<file path="config.mk">
export PLATFORM = sky130hd
export DESIGN_NAME = srll_cell
export DESIGN_NICKNAME = d
export VERILOG_FILES = /design/src/hdl/assert_macros.svh /design/src/hdl/srll_pkg.sv /design/src/hdl/srll_cell.sv
export SDC_FILE = /design/constraint.sdc
export NUM_CORES = 1
export LEC_CHECK = 0
export BUFFER_PORTS_ARGS = -buffer_cell sky130_fd_sc_hd__buf_4
export CAP_MARGIN = 20
export CORE_AREA = 2 2 187 189
export CTS_CLUSTER_DIAMETER = 200
export DETAILED_ROUTE_END_ITERATION = 7
export DIE_AREA = 0 0 189 191
export GPL_ROUTABILITY_DRIVEN = 1
export SYNTH_ARGS = -nofsm -noshare
export SYNTH_HDL_FRONTEND = slang
export SYNTH_SLANG_ARGS = --single-unit
</file>
<file path="constraint.sdc">
create_clock -name clk -period 4.76 [get_ports clk]
set_input_delay 0.476 -clock clk [delete_from_list [all_inputs] [get_ports clk]]
set_output_delay 0.476 -clock clk [all_outputs]
set_load 0.02 [all_outputs]
</file>
<file path="src/hdl/assert_macros.svh">
// shared assertion macros, clocked on clk and quiet during rst
`ifndef ASSERT_MACROS_SVH
`define ASSERT_MACROS_SVH

// property must hold at every edge out of reset
`define ASSERT_ALWAYS(label, prop, msg) \
  label: assert property (@(posedge clk) disable iff (rst) (prop)) else $error(msg);

// property must never hold at an edge out of reset
`define ASSERT_NEVER(label, prop, msg) \
  label: assert property (@(posedge clk) disable iff (rst) !(prop)) else $error(msg);

`endif

</file>
<file path="src/hdl/srll_pkg.sv">
`timescale 1ns / 1ps

package srll_pkg;

  localparam int TableDepth = 16;
  localparam int IdxW       = $clog2(TableDepth);
  localparam int CountW     = $clog2(TableDepth + 1);
  localparam int EntryCntW  = 5;

  localparam logic [1:0] OP_UPSERT = 2'd0;
  localparam logic [1:0] OP_REMOVE = 2'd1;
  localparam logic [1:0] OP_QUERY  = 2'd2;

  typedef struct packed {
    logic [1:0]  opcode;
    logic [31:0] ip_address;
    logic [15:0] port_number;
    logic [14:0] current_players;
    logic [14:0] max_players;
  } req_t;

  typedef struct packed {
    logic                 found;
    logic [31:0]          out_ip;
    logic [15:0]          out_port;
    logic [14:0]          out_current;
    logic [14:0]          out_max;
    logic                 table_full;
    logic [EntryCntW-1:0] entry_count;
  } rsp_t;

  // one table slot
  typedef struct packed {
    logic [31:0] ip;
    logic [15:0] port;
    logic [14:0] load;
    logic [14:0] cap;
  } entry_t;

  // request walking down the chain, with what it has found so far
  typedef struct packed {
    logic        valid;
    logic [1:0]  op;
    entry_t      key;
    logic        hit;
    logic        app;
    entry_t      pick;
  } tok_t;

endpackage

</file>
<file path="src/hdl/srll_cell.sv">
`timescale 1ns / 1ps

module srll_cell (
  input  logic                    clk,
  input  logic                    rst,
  input  logic [srll_pkg::IdxW-1:0]   idx,
  input  logic [srll_pkg::CountW-1:0] count,
  input  srll_pkg::tok_t          tok_in,
  input  srll_pkg::entry_t        nb,
  output srll_pkg::tok_t          tok_out,
  output srll_pkg::entry_t        ent
);
  import srll_pkg::*;

  tok_t   tok_next;
  entry_t ent_next;
  logic   in_use;
  logic   at_end;
  logic   key_eq;

  assign in_use = CountW'(idx) < count;
  assign at_end = CountW'(idx) == count;
  assign key_eq = (ent.ip == tok_in.key.ip) && (ent.port == tok_in.key.port);

  // act on the request as it passes this slot
  always_comb begin
    tok_next = tok_in;
    ent_next = ent;
    if (tok_in.valid) begin
      unique case (tok_in.op)
        OP_UPSERT: begin
          if (in_use && key_eq && !tok_in.hit) begin
            ent_next.load = tok_in.key.load;
            ent_next.cap  = tok_in.key.cap;
            tok_next.hit  = 1'b1;
          end else if (at_end && !tok_in.hit && !tok_in.app) begin
            ent_next     = tok_in.key;
            tok_next.app = 1'b1;
          end
        end
        OP_REMOVE: begin
          // from the match on, each slot takes its right neighbor
          if (in_use && (tok_in.hit || key_eq)) begin
            ent_next     = nb;
            tok_next.hit = 1'b1;
          end
        end
        OP_QUERY: begin
          if (in_use && (ent.load < ent.cap) &&
              (!tok_in.hit || (ent.load < tok_in.pick.load))) begin
            tok_next.pick = ent;
            tok_next.hit  = 1'b1;
          end
        end
        default: begin
        end
      endcase
    end
  end

  // slot contents, no reset
  always_ff @(posedge clk) begin
    ent <= ent_next;
  end

  // hand the request on
  always_ff @(posedge clk) begin
    if (rst) begin
      tok_out.valid <= 1'b0;
    end else begin
      tok_out.valid <= tok_next.valid;
    end
    tok_out.op   <= tok_next.op;
    tok_out.key  <= tok_next.key;
    tok_out.hit  <= tok_next.hit;
    tok_out.app  <= tok_next.app;
    tok_out.pick <= tok_next.pick;
  end

endmodule

</file>
Word-level counts from Yosys, hierarchy flattened
Index checks and enable logic that the tools add are counted.

cells by class
  $lt $le $gt $ge = 3
  eq/ne operators = 9
  multiplexer cells = 15
  reductions and logical operators = 16

operator list
  operator                                                          count
  78-bit 2-to-1 mux                                                 4
  78-bit one-hot mux with 2 select lines                            1
  80-bit 2-to-1 mux                                                 1
  48-bit 2-to-1 mux                                                 1
  32-bit == test                                                    1
  15-bit less-than comparator                                       2
  30-bit 2-to-1 mux                                                 1
  16-bit == test                                                    1
  1-bit logical AND                                                 8
  1-bit 2-to-1 mux                                                  6
  2-bit != test (second input constant)                             3
  4-bit by 5-bit == test with 1-bit output                          1
  4-bit by 5-bit less-than comparator with 1-bit output             1
  5-bit AND reduction                                               1
  4-bit AND reduction                                               1
  3-bit != test (second input constant)                             1
  1-bit one-hot mux with 3 select lines                             1
  2-bit by 1-bit == test with 1-bit output (second input constant)  1
  2-bit == test (second input constant)                             1
  1-bit zero test                                                   2
  2-bit zero test                                                   1
  1-bit logical OR                                                  2
  2-bit nonzero test                                                1

word-level totals
  bits in registers = 239
  input bits = 250

Logic depth before layout (Yosys ltp)
Gate-level depths: netlist of the first run.

  word-level depth = 7
  depth in mapped cells = 10
  gate-level depth less buffers = 8

Least setup slack after synthesis of the first run
Ideal clock, no wire load.

  kind = input port to flip-flop
  from = in count[2] (netlist bit)
  to = reg ent[30] (netlist bit), enable pin
  setup time = 469 ps
  arrival time = 4157 ps
  required time = 4291 ps
  path slack = 133 ps
  stages = 8
  path buffers = 0
  path through = inv_1 > ha_1 > a21o_1 > a21oi_1 > a21oi_1 > nor4_1 > o21ai_0 > a21oi_1

between the ends
  word-level cells in the longest chain between the ends = 5

RTL lines
  element                                                                                                                   line                              source
  from (decl)                                                                                                               srll_cell.sv:7                    input logic [srll_pkg::CountW-1:0] count,
  4-bit by 5-bit less-than comparator with 1-bit output / 4-bit by 5-bit == test with 1-bit output (equally long branches)  srll_cell.sv:21, srll_cell.sv:22
  1-bit logical AND, on equally long branches (2 in series)                                                                 srll_cell.sv:32, srll_cell.sv:36
  2-bit != test (no source line)                                                                                            n/a
  5-bit AND reduction (no source line) *                                                                                    n/a
  to (signal assigned)                                                                                                      srll_cell.sv:63                   ent <= ent_next;
  to (decl)                                                                                                                 srll_cell.sv:11                   output srll_pkg::entry_t ent

Mark *: on every way between the ends. The rest lies on a longest branch, timed or not.
A chain may end at the register's enable or synchronous reset.

Worst setup path after layout of the first run
  from = reg ent[31] (netlist bit)
  to = reg ent[10] (netlist bit), enable pin

between the ends
  word-level cells in the longest chain between the ends = 6

RTL lines
  element                                                                 line                              source
  16-bit == test *                                                        srll_cell.sv:23                   assign key_eq = (ent.ip == tok_in.key.ip) && (ent.port == tok_in.key.port);
  1-bit logical AND *                                                     srll_cell.sv:23
  1-bit logical AND / 1-bit logical OR (equally long branches)            srll_cell.sv:32, srll_cell.sv:43
  1-bit logical AND, on equally long branches                             srll_cell.sv:32, srll_cell.sv:43
  3-bit != test (no source line) / 2-bit != test (equally long branches)  n/a
  4-bit AND reduction (no source line) *                                  n/a

Marks and branches as above.

==> reports/qor.txt, run 1 <==
Outcome -> completed
Row count -> 68
Synthesized flop and latch total -> 239
Relative slew slack -> 0.410
Post-DRT Antenna Nets -> 0
GRT overflow -> 0
Initial core utilization -> 0.262
Layout Nets -> 1,409
Sequential cell area fraction in the yosys report -> 0.622
Drt drc -> 0
EDFF count, synth -> 78
Crit Path Max Fanout -> 18
Layout Cells excl Fill -> 1,598
Synth Cell Area -> 8940 um2
Fraction of registers with async set/reset -> 0
Maximum vdd ir drop -> 0.256 mV
Reg clk slew, reported paths -> 0.06 ns
Type of origin of the critical path -> flip-flop
CTS Hold Bufs -> 0
Largest family of logic cells by synthesized area -> multiplexers
Compound-Gate Fraction of Synth Area -> 0.0245
Post-Syn Area per Cell -> 14.5 um2
Sum of negative setup slack -> 0 ns
Routed via count -> 6,764
Final GP Congestion -> 0.783
WHS -> 0.0478 ns
Detailed Place HPWL -> 25,000 um
Htree depth -> 1
Number of max-cap violations -> 0
Routed len/inst -> 19.7 um
Cells after Synth -> 618
Resized Gates After CTS -> 0
Post-Synth Adder-Cell Area -> 0.0504
Worst Path Arrival -> 3.77 ns
Vert. Die Dim -> 191 um
Die area -> 36,100 um2
Initial DRT Pass Iterations -> 4
Critical path cell sequence -> xor2_1 > nor4_1 > nand4_1 > nor4_1 > a22oi_1 > nor2_4 > buf_4
Yosys warning total -> 0
Top cells by area, synth -> dfxtp_1 36%, edfxtp_1 26%, mux2_2 17%, ha_1 5.0%, xor2_1 4.7%
Syn nets -> 904
Multiplexer area fraction after synthesis -> 0.196
Overall Power -> 5240 uW
Slowest stage delay, CP -> 0.82 ns
CP most frequent cell -> nor4_1
Antenna violations before repair -> 0
Yosys top cell by area -> dfxtp_1
CP max stage cell -> nor4_1
Area share of the largest cell type after synthesis -> 0.360
Num CTS Buffers -> 26
Iter 0 DRT Violations -> 186
Fraction of layout instances using a drive strength above 1 -> 0.594
Clock Path Buffers -> 3
RSZ-0062 raised after global routing -> false
Hold Path Class -> in -> reg
Final setup fails -> 0
Clock Latency Late Sink -> 0.54 ns
First-pass GRT wire length -> 45,000 um
Critical Path End Type -> flip-flop
Layout Skew -> 0.00796 ns
Cells after DPL -> 1,550
Root buffer cell -> clkbuf_16
TritonCTS sink count -> 239
Worst-margin pin slew -> 0.877 ns
Simple-Gate Fraction of Synth Area -> 0.0343
Fin crit period -> 3.54 ns
Top_reg_cell synth -> dfxtp_1
CTS tree -> built
WP data required -> 4.99 ns
Post-CTS Repair Setup Buffers -> 0
Post-Synth XOR/XNOR Area -> 0.0470
Gr usage total -> 0.166
Num ports -> 489
Die X -> 189 um
Final Max Slew Viols -> 0
Critical path type -> reg -> reg
Core ar. -> 34,100 um2
Fmax -> 283 MHz
Largest net degree at the start of global routing -> 79
Final hold violations -> 0
Placed Area -> 13,200 um2
Fin area -> 14,100 um2
Leakage -> 0.00630 uW
Crit share post-route -> 0.743
Number of global-route vias before repair -> 7,130
WL final -> 31,500 um
Yosys cell types -> 36
IO Port Bufs -> 488
Area Growth Syn to Fin -> 57.5%
Power Dens Cells -> 372 nW/um2
Via-to-Cell Ratio -> 4.23
# diodes -> 0
## synth_stat cells (2+ instances only)
cell type	n
dfxtp_1	161
mux2_2	136
edfxtp_1	78
xor2_1	48
ha_1	36
inv_1	36
mux2_1	20
nor4_1	14
a21oi_1	11
nand2_1	11
clkbuf_1	9
o21ai_0	7
nand4_1	6
a21o_1	5
buf_2	5
nor2_1	5
nand3_1	4
nand2b_1	3
nor2b_1	3
a211o_1	2
buf_6	2
or2_2	2
## path summary, 6_finish.rpt
check              from          end  slack, ns  cells past startpoint
max             ent[31]      ent[10]       1.22                      7
min          tok_in[82]  tok_out[82]       0.05                      1
max reg2reg     ent[31]      ent[10]       1.22                      7
min reg2reg     ent[67]  tok_out[67]       0.55                      1
## registers in the layout (all words and copies together), names as in the netlist
signal / cells
ent: 78
tok_out: 161
## layout make-up
class                   count  area, um2
flip-flops and latches    239       5570
clock inverters            10        134
inverters                  36        135
clock buffers              38        776
well taps                 455        569
repair buffers            494       3720
fillers                  3273      20000
multi-input cells         326       3180
## routing by layer
| layer | part of all wire | GRT usage | vias to the layer above | routed length [um] |
|---|---|---|---|---|
| met3 | 0.093 | 0.0529 | 43 | 2920 |
| met1 | 0.38 | 0.183 | 3160 | 11900 |
| met2 | 0.51 | 0.306 | 340 | 16000 |
| li1 | - | - | 3221 | - |
| met4 | 0.023 | 0.0460 | 0 | 740 |
| met5 | 0 | 0 | - | 0 |
## critical path: cells and delay by family (launching register included)
| family | cells | cell delay, ns |
|---|---|---|
| and+or+nand+nor | 4 | 2.04 |
| DFF | 1 | 0.43 |
| buffers and inverters | 1 | 0.32 |
| AOI/OAI and AO/OA | 1 | 0.23 |
| xor gates and xnor gates | 1 | 0.19 |
## placed cells by master (no fill, tap or decap), types with 2 or more instances in the layout
cell type  netlist  routed
buf_4            1     493
dfxtp_1        161     161
mux2_2         136     136
edfxtp_1        78      78
xor2_1          48      48
inv_1           36      36
ha_1            36      35
clkbuf_16        0      26
mux2_1          20      20
nor4_1          14      14
nand2_1         11      11
a21oi_1         11      10
clkbuf_8         0       8
o21ai_0          7       7
nand4_1          6       6
a21o_1           5       5
nand3_1          4       4
nor2_1           5       4
clkbuf_1         9       4
clkinv_2         0       4
nor2b_1          3       3
nand2b_1         3       3
bufinv_16        0       3
or2_2            2       2
a211o_1          2       2
clkinv_1         0       2
## kinds of logic after synthesis
| family | after synthesis |
|---|---|
| and+or+nand+nor | 53 |
| adders and majority gates | 36 |
| muxes | 156 |
| AOI/OAI and AO/OA | 33 |
| xor gates and xnor gates | 48 |
| DFF | 239 |
| buffers and inverters | 53 |
## metrics by stage
step                worst slack [ns]  utilization
global placement                1.03        0.386
CTS                             1.07        0.413
detailed placement             0.899        0.386
global route                   0.896        0.413
finish                          1.22        0.413
floorplan                      0.133            -
## power breakdown
group | internal, uW | switching [uW] | total (uW)
clock network | 1290 | 827 | 2120
logic | 415 | 397 | 812
registers | 2240 | 69.9 | 2310
(Power assumes the default switching activity.)
==> inputs of run 2 (changes only) <==
clock period = 3.1 ns   (was 4.76 ns; I/O delays follow)
==> run 2 against run 1 <==
Against the previous run:
- sequential cell count unchanged
- wire length up 8.3%
- first-iteration DRC count down 2.2%
- clock power up 71%
- critical endpoint is now ent[45]
- setup slack worse by 0.96 ns
- clock skew up 0.0061 ns
- final area up 13%
==> reports/qor.txt, run 2 (synthesized netlist as in run 1, its figures left out) <==
Worst R2R Start -> ent[57]
Worst Path Arrival -> 3.07 ns
Power Dens Cells -> 539 nW/um2
Filler cell count -> 2,993
Sum of negative setup slack -> 0 ns
Vert. Die Dim -> 191 um
Fin crit period -> 2.84 ns
Htree depth -> 1
Num ports -> 489
Final GP Congestion -> 0.794
Final setup fails -> 0
Final Max Slew Viols -> 0
Outcome -> completed
Reg clk slew, reported paths -> 0.06 ns
Gr usage total -> 0.182
Num CTS Buffers -> 28
Via-to-Cell Ratio -> 4.24
Maximum vdd ir drop -> 0.486 mV
Hold Path Class -> in -> reg
Cells after DPL -> 1,564
Layout Nets -> 1,584
WP data required -> 3.33 ns
Critical path type -> reg -> reg
Iter 0 DRT Violations -> 182
# diodes -> 0
IO Port Bufs -> 488
Die X -> 189 um
Crit share post-route -> 0.916
Biggest regs -> tok_out x161, ent x78
Clock Path Buffers -> 3
Layout Cells excl Fill -> 1,775
Layout Skew -> 0.0141 ns
Largest register FFs -> 161
Fraction of layout instances using a drive strength above 1 -> 0.532
Routed via count -> 7,531
Row count -> 68
Post-DRT Antenna Nets -> 0
Detailed Place HPWL -> 26,300 um
Routed len/inst -> 19.2 um
Post-CTS Repair Setup Buffers -> 0
Initial DRT Pass Iterations -> 4
Root buffer cell -> clkbuf_16
Clock Latency Late Sink -> 0.55 ns
Relative slew slack -> 0.670
Most frequent cells in the layout -> 502 x buf_4, 161 x dfxtp_1, 159 x dlygate4sd3_1
First-pass GRT wire length -> 49,500 um
Min-delay src -> tok_in[79]
Core ar. -> 34,100 um2
Antenna violations before repair -> 0
RSZ-0062 raised after global routing -> false
Number of global-route vias before repair -> 8,020
Fmax -> 352 MHz
Worst-margin pin slew -> 0.483 ns
Crit Path Max Fanout -> 35
WL final -> 34,100 um
Initial core utilization -> 0.262
Number of max-cap violations -> 0
Crit. Startpoint -> ent[57]
Largest net degree at the start of global routing -> 42
Drt drc -> 0
Most common cell after layout, fill and taps aside -> buf_4
Top reg by flops -> tok_out
Critical Path End Type -> flip-flop
CTS tree -> built
TritonCTS sink count -> 239
Type of origin of the critical path -> flip-flop
Die area -> 36,100 um2
Area Growth Syn to Fin -> 78.6%
Final hold violations -> 0
Leakage -> 0.00712 uW
GRT overflow -> 0
==> run 2: cell types whose count changed in the layout (fill, tap and decap cells not counted), moves of 2 or more <==
| cell | before | now |
|---|---|---|
| clkbuf_8 | 8 | 4 |
| clkinv_1 | 2 | 0 |
| bufinv_16 | 3 | 5 |
| buf_4 | 493 | 502 |
| clkinv_2 | 4 | 8 |
| dlygate4sd3_1 | 0 | 159 |
| clkbuf_16 | 26 | 30 |
| clkbuf_1 | 4 | 2 |
| buf_12 | 1 | 6 |
==> run 2: critical path, stage by stage (launching register included) <==
cell and delay, ns:
edfxtp_1 0.44, xor2_1 0.22, nor4_1 0.40, nand4_1 0.28, nor4_1 0.38, buf_4 0.20
o21ai_0 0.14, a21oi_4 0.18, buf_12 0.23
==> run 2: through the flow <==
| stage | setup slack (ns) | instance area [um2] | hold WS (ns) | utilization | power, uW |
|---|---|---|---|---|---|
| 2_1_floorplan | 0.00256 | 8960 | 0.338 | - | 4150 |
| 3_3_place_gp | 0.148 | 13300 | 0.422 | 0.391 | 4900 |
| 3_5_place_dp | 0.130 | 13300 | 0.425 | 0.391 | 4920 |
| 4_1_cts | 0.0944 | 16000 | 0.00146 | 0.468 | 8710 |
| 5_1_grt | 0.0553 | 16000 | 0.000596 | 0.468 | 8940 |
| 6_report | 0.260 | 16000 | 0.0329 | 0.468 | 8620 |
==> run 2: final timing paths <==
kind	end	slack, ns	cells after the start
min reg2reg	tok_out[0]	0.54	1
max reg2reg	ent[45]	0.26	8
max	ent[45]	0.26	8
min	tok_out[79]	0.03	2
==> run 2: layout make-up <==
cell class	count	area, um2	area share
tap	455	569	0.0356
timing repair buffer	667	5480	0.343
sequential	239	5570	0.348
clock buffer	36	813	0.0509
clock inverter	16	220	0.0138
inverter	36	135	0.00846
multi-input combinational	326	3190	0.200
==> run 2: metal layers <==
| metal | track usage | wire length [um] | vias to the layer above |
|---|---|---|---|
| met5 | 0 | 0 | - |
| met4 | 0.0649 | 1070 | 0 |
| met3 | 0.0422 | 2510 | 43 |
| met2 | 0.340 | 17700 | 352 |
| met1 | 0.201 | 12900 | 3555 |
| li1 | - | - | 3581 |
==> run 2: where the power goes <==
group / total [uW] / internal, uW / switching, uW
sequential: 3560 / 3440 / 115
clock: 3620 / 2270 / 1350
combinational: 1450 / 786 / 660
==> run 2: timing repair <==
action                                  in CTS  in global routing
endpoints found under the setup margin       0                 29
hold endpoints to repair                   159                  0
resized for setup                            0                  1
hold buffers                               159                  0
==> inputs of run 3 (changes only) <==
CTS_BUF_LIST = sky130_fd_sc_hd__clkbuf_8 sky130_fd_sc_hd__clkbuf_16   (was default)
==> run 3 against run 2 <==
Against the previous run:
- clock-buffer cell count is 2 lower
- sequential share of layout area is the same
- register-to-register slack is essentially flat
- largest power group unchanged
==> reports/qor.txt, run 3 (synthesized netlist as in run 1, its figures left out) <==
Largest net degree at the start of global routing -> 42
CTS tree -> built
Clock Path Buffers -> 3
TritonCTS sink count -> 239
Area Growth Syn to Fin -> 78.6%
Overall Power -> 8610 uW
Root buffer cell -> clkbuf_16
Number of global-route vias before repair -> 8,020
Crit share post-route -> 0.917
First-pass GRT wire length -> 49,500 um
Via-to-Cell Ratio -> 4.24
Iter 0 DRT Violations -> 184
Drt drc -> 0
Biggest regs -> tok_out x161, ent x78
Worst Path Arrival -> 3.07 ns
Num CTS Buffers -> 28
Post-CTS Repair Setup Buffers -> 0
Final GP Congestion -> 0.794
WL final -> 34,200 um
Switching share of total power -> 0.246
Reg2Reg Depth -> 8
Htree depth -> 1
Die area -> 36,100 um2
Most frequent cells in the layout -> 502 x buf_4, 161 x dfxtp_1, 159 x dlygate4sd3_1
Detailed Place HPWL -> 26,300 um
Routed len/inst -> 19.2 um
Fmax -> 352 MHz
Num ports -> 489
Worst-margin pin slew -> 0.483 ns
Power Dens Cells -> 539 nW/um2
Initial DRT Pass Iterations -> 4
Reg clk slew, reported paths -> 0.06 ns
Row count -> 68
Antenna violations before repair -> 0
Sum of negative setup slack -> 0 ns
WP data required -> 3.33 ns
Layout Nets -> 1,584
Outcome -> completed
Post-DRT Antenna Nets -> 0
Final Util -> 0.468
Psw -> 2120 uW
Final setup fails -> 0
# diodes -> 0
P_int -> 6490 uW
Most common cell after layout, fill and taps aside -> buf_4
Fraction of layout instances using a drive strength above 1 -> 0.532
Type of origin of the critical path -> flip-flop
Number of max-cap violations -> 0
Crit Path Max Fanout -> 35
RSZ-0062 raised after global routing -> false
GRT overflow -> 0
Maximum vdd ir drop -> 0.486 mV
Critical Path End Type -> flip-flop
IO Port Bufs -> 488
Final hold violations -> 0
Relative slew slack -> 0.670
Final Max Slew Viols -> 0
Vert. Die Dim -> 191 um
Clock Latency Late Sink -> 0.55 ns
Initial core utilization -> 0.262
Layout Skew -> 0.0132 ns
Die X -> 189 um
Critical path type -> reg -> reg
Core ar. -> 34,100 um2
Gr usage total -> 0.182
Hold Path Class -> in -> reg
Sequential Power Share -> 0.413
Comb power frac -> 0.168
Fin crit period -> 2.84 ns
Leakage -> 0.00713 uW
Worst hold path stage count -> 2
Routed via count -> 7,533
Top reg by flops -> tok_out
Clk pwr share -> 0.419
Largest register FFs -> 161
==> run 3: cell types whose count changed in the layout (fill, tap and decap cells not counted) <==
cell	delta
inv_1	+2
clkbuf_1	-2
==> run 3: area by class of cell <==
cell class | instances | area [um2]
fill | 2993 | 18100
clock buffer | 34 | 806
timing repair buffer | 667 | 5480
sequential | 239 | 5570
clock inverter | 18 | 228
tap | 455 | 569
inverter | 36 | 135
multi-input combinational | 326 | 3190
==> run 3: routing by layer <==
| metal | up-vias | global-route usage | part of all wire |
|---|---|---|---|
| met5 | - | 0 | 0 |
| li1 | 3583 | - | - |
| met3 | 45 | 0.0422 | 0.073 |
| met4 | 0 | 0.0649 | 0.031 |
| met1 | 3550 | 0.201 | 0.38 |
| met2 | 355 | 0.340 | 0.52 |
==> run 3: stage by stage <==
step | setup WS, ns | std cells | hold slack (ns) | cell area (um2)
final | 0.258 | 1775 | 0.0317 | 16000
after CTS | 0.0944 | 1775 | 0.00146 | 16000
after global routing | 0.0553 | 1775 | 0.000596 | 16000
after detailed placement | 0.130 | 1564 | 0.425 | 13300
after floorplan | 0.00256 | 618 | 0.338 | 8960
after global placement | 0.148 | 1564 | 0.422 | 13300
==> run 3: timing repair <==
item                       in CTS  in global routing
setup endpoints to repair       0                 29
hold buffers                  159                  0
hold endpoints to repair      159                  0
gates resized for setup         0                  1
==> run 3: final timing paths <==
path / start / end / slack [ns]
worst max-delay path: ent[57] / ent[59] / 0.26
worst min-delay path: tok_in[23] / tok_out[23] / 0.03
worst max register to register: ent[57] / ent[59] / 0.26
worst min register to register: ent[0] / tok_out[0] / 0.54
==> run 3: power groups by stage <==
stage | registers, uW | clock network (uW) | logic, uW
finish | 3560 | 3610 | 1450
global placement | 3620 | 0 | 1280
detailed placement | 3630 | 0 | 1290
global route | 3570 | 3810 | 1550
floorplan | 3820 | 0 | 332
CTS | 3560 | 3690 | 1460
==> run 3: worst max-delay path, cell delays in order, from the launching register on <==
cell      delay [ns]
edfxtp_1        0.44
xor2_1          0.22
nor4_1          0.40
nand4_1         0.28
nor4_1          0.38
buf_4           0.20
o21ai_0         0.14
a21oi_4         0.18
buf_12          0.23
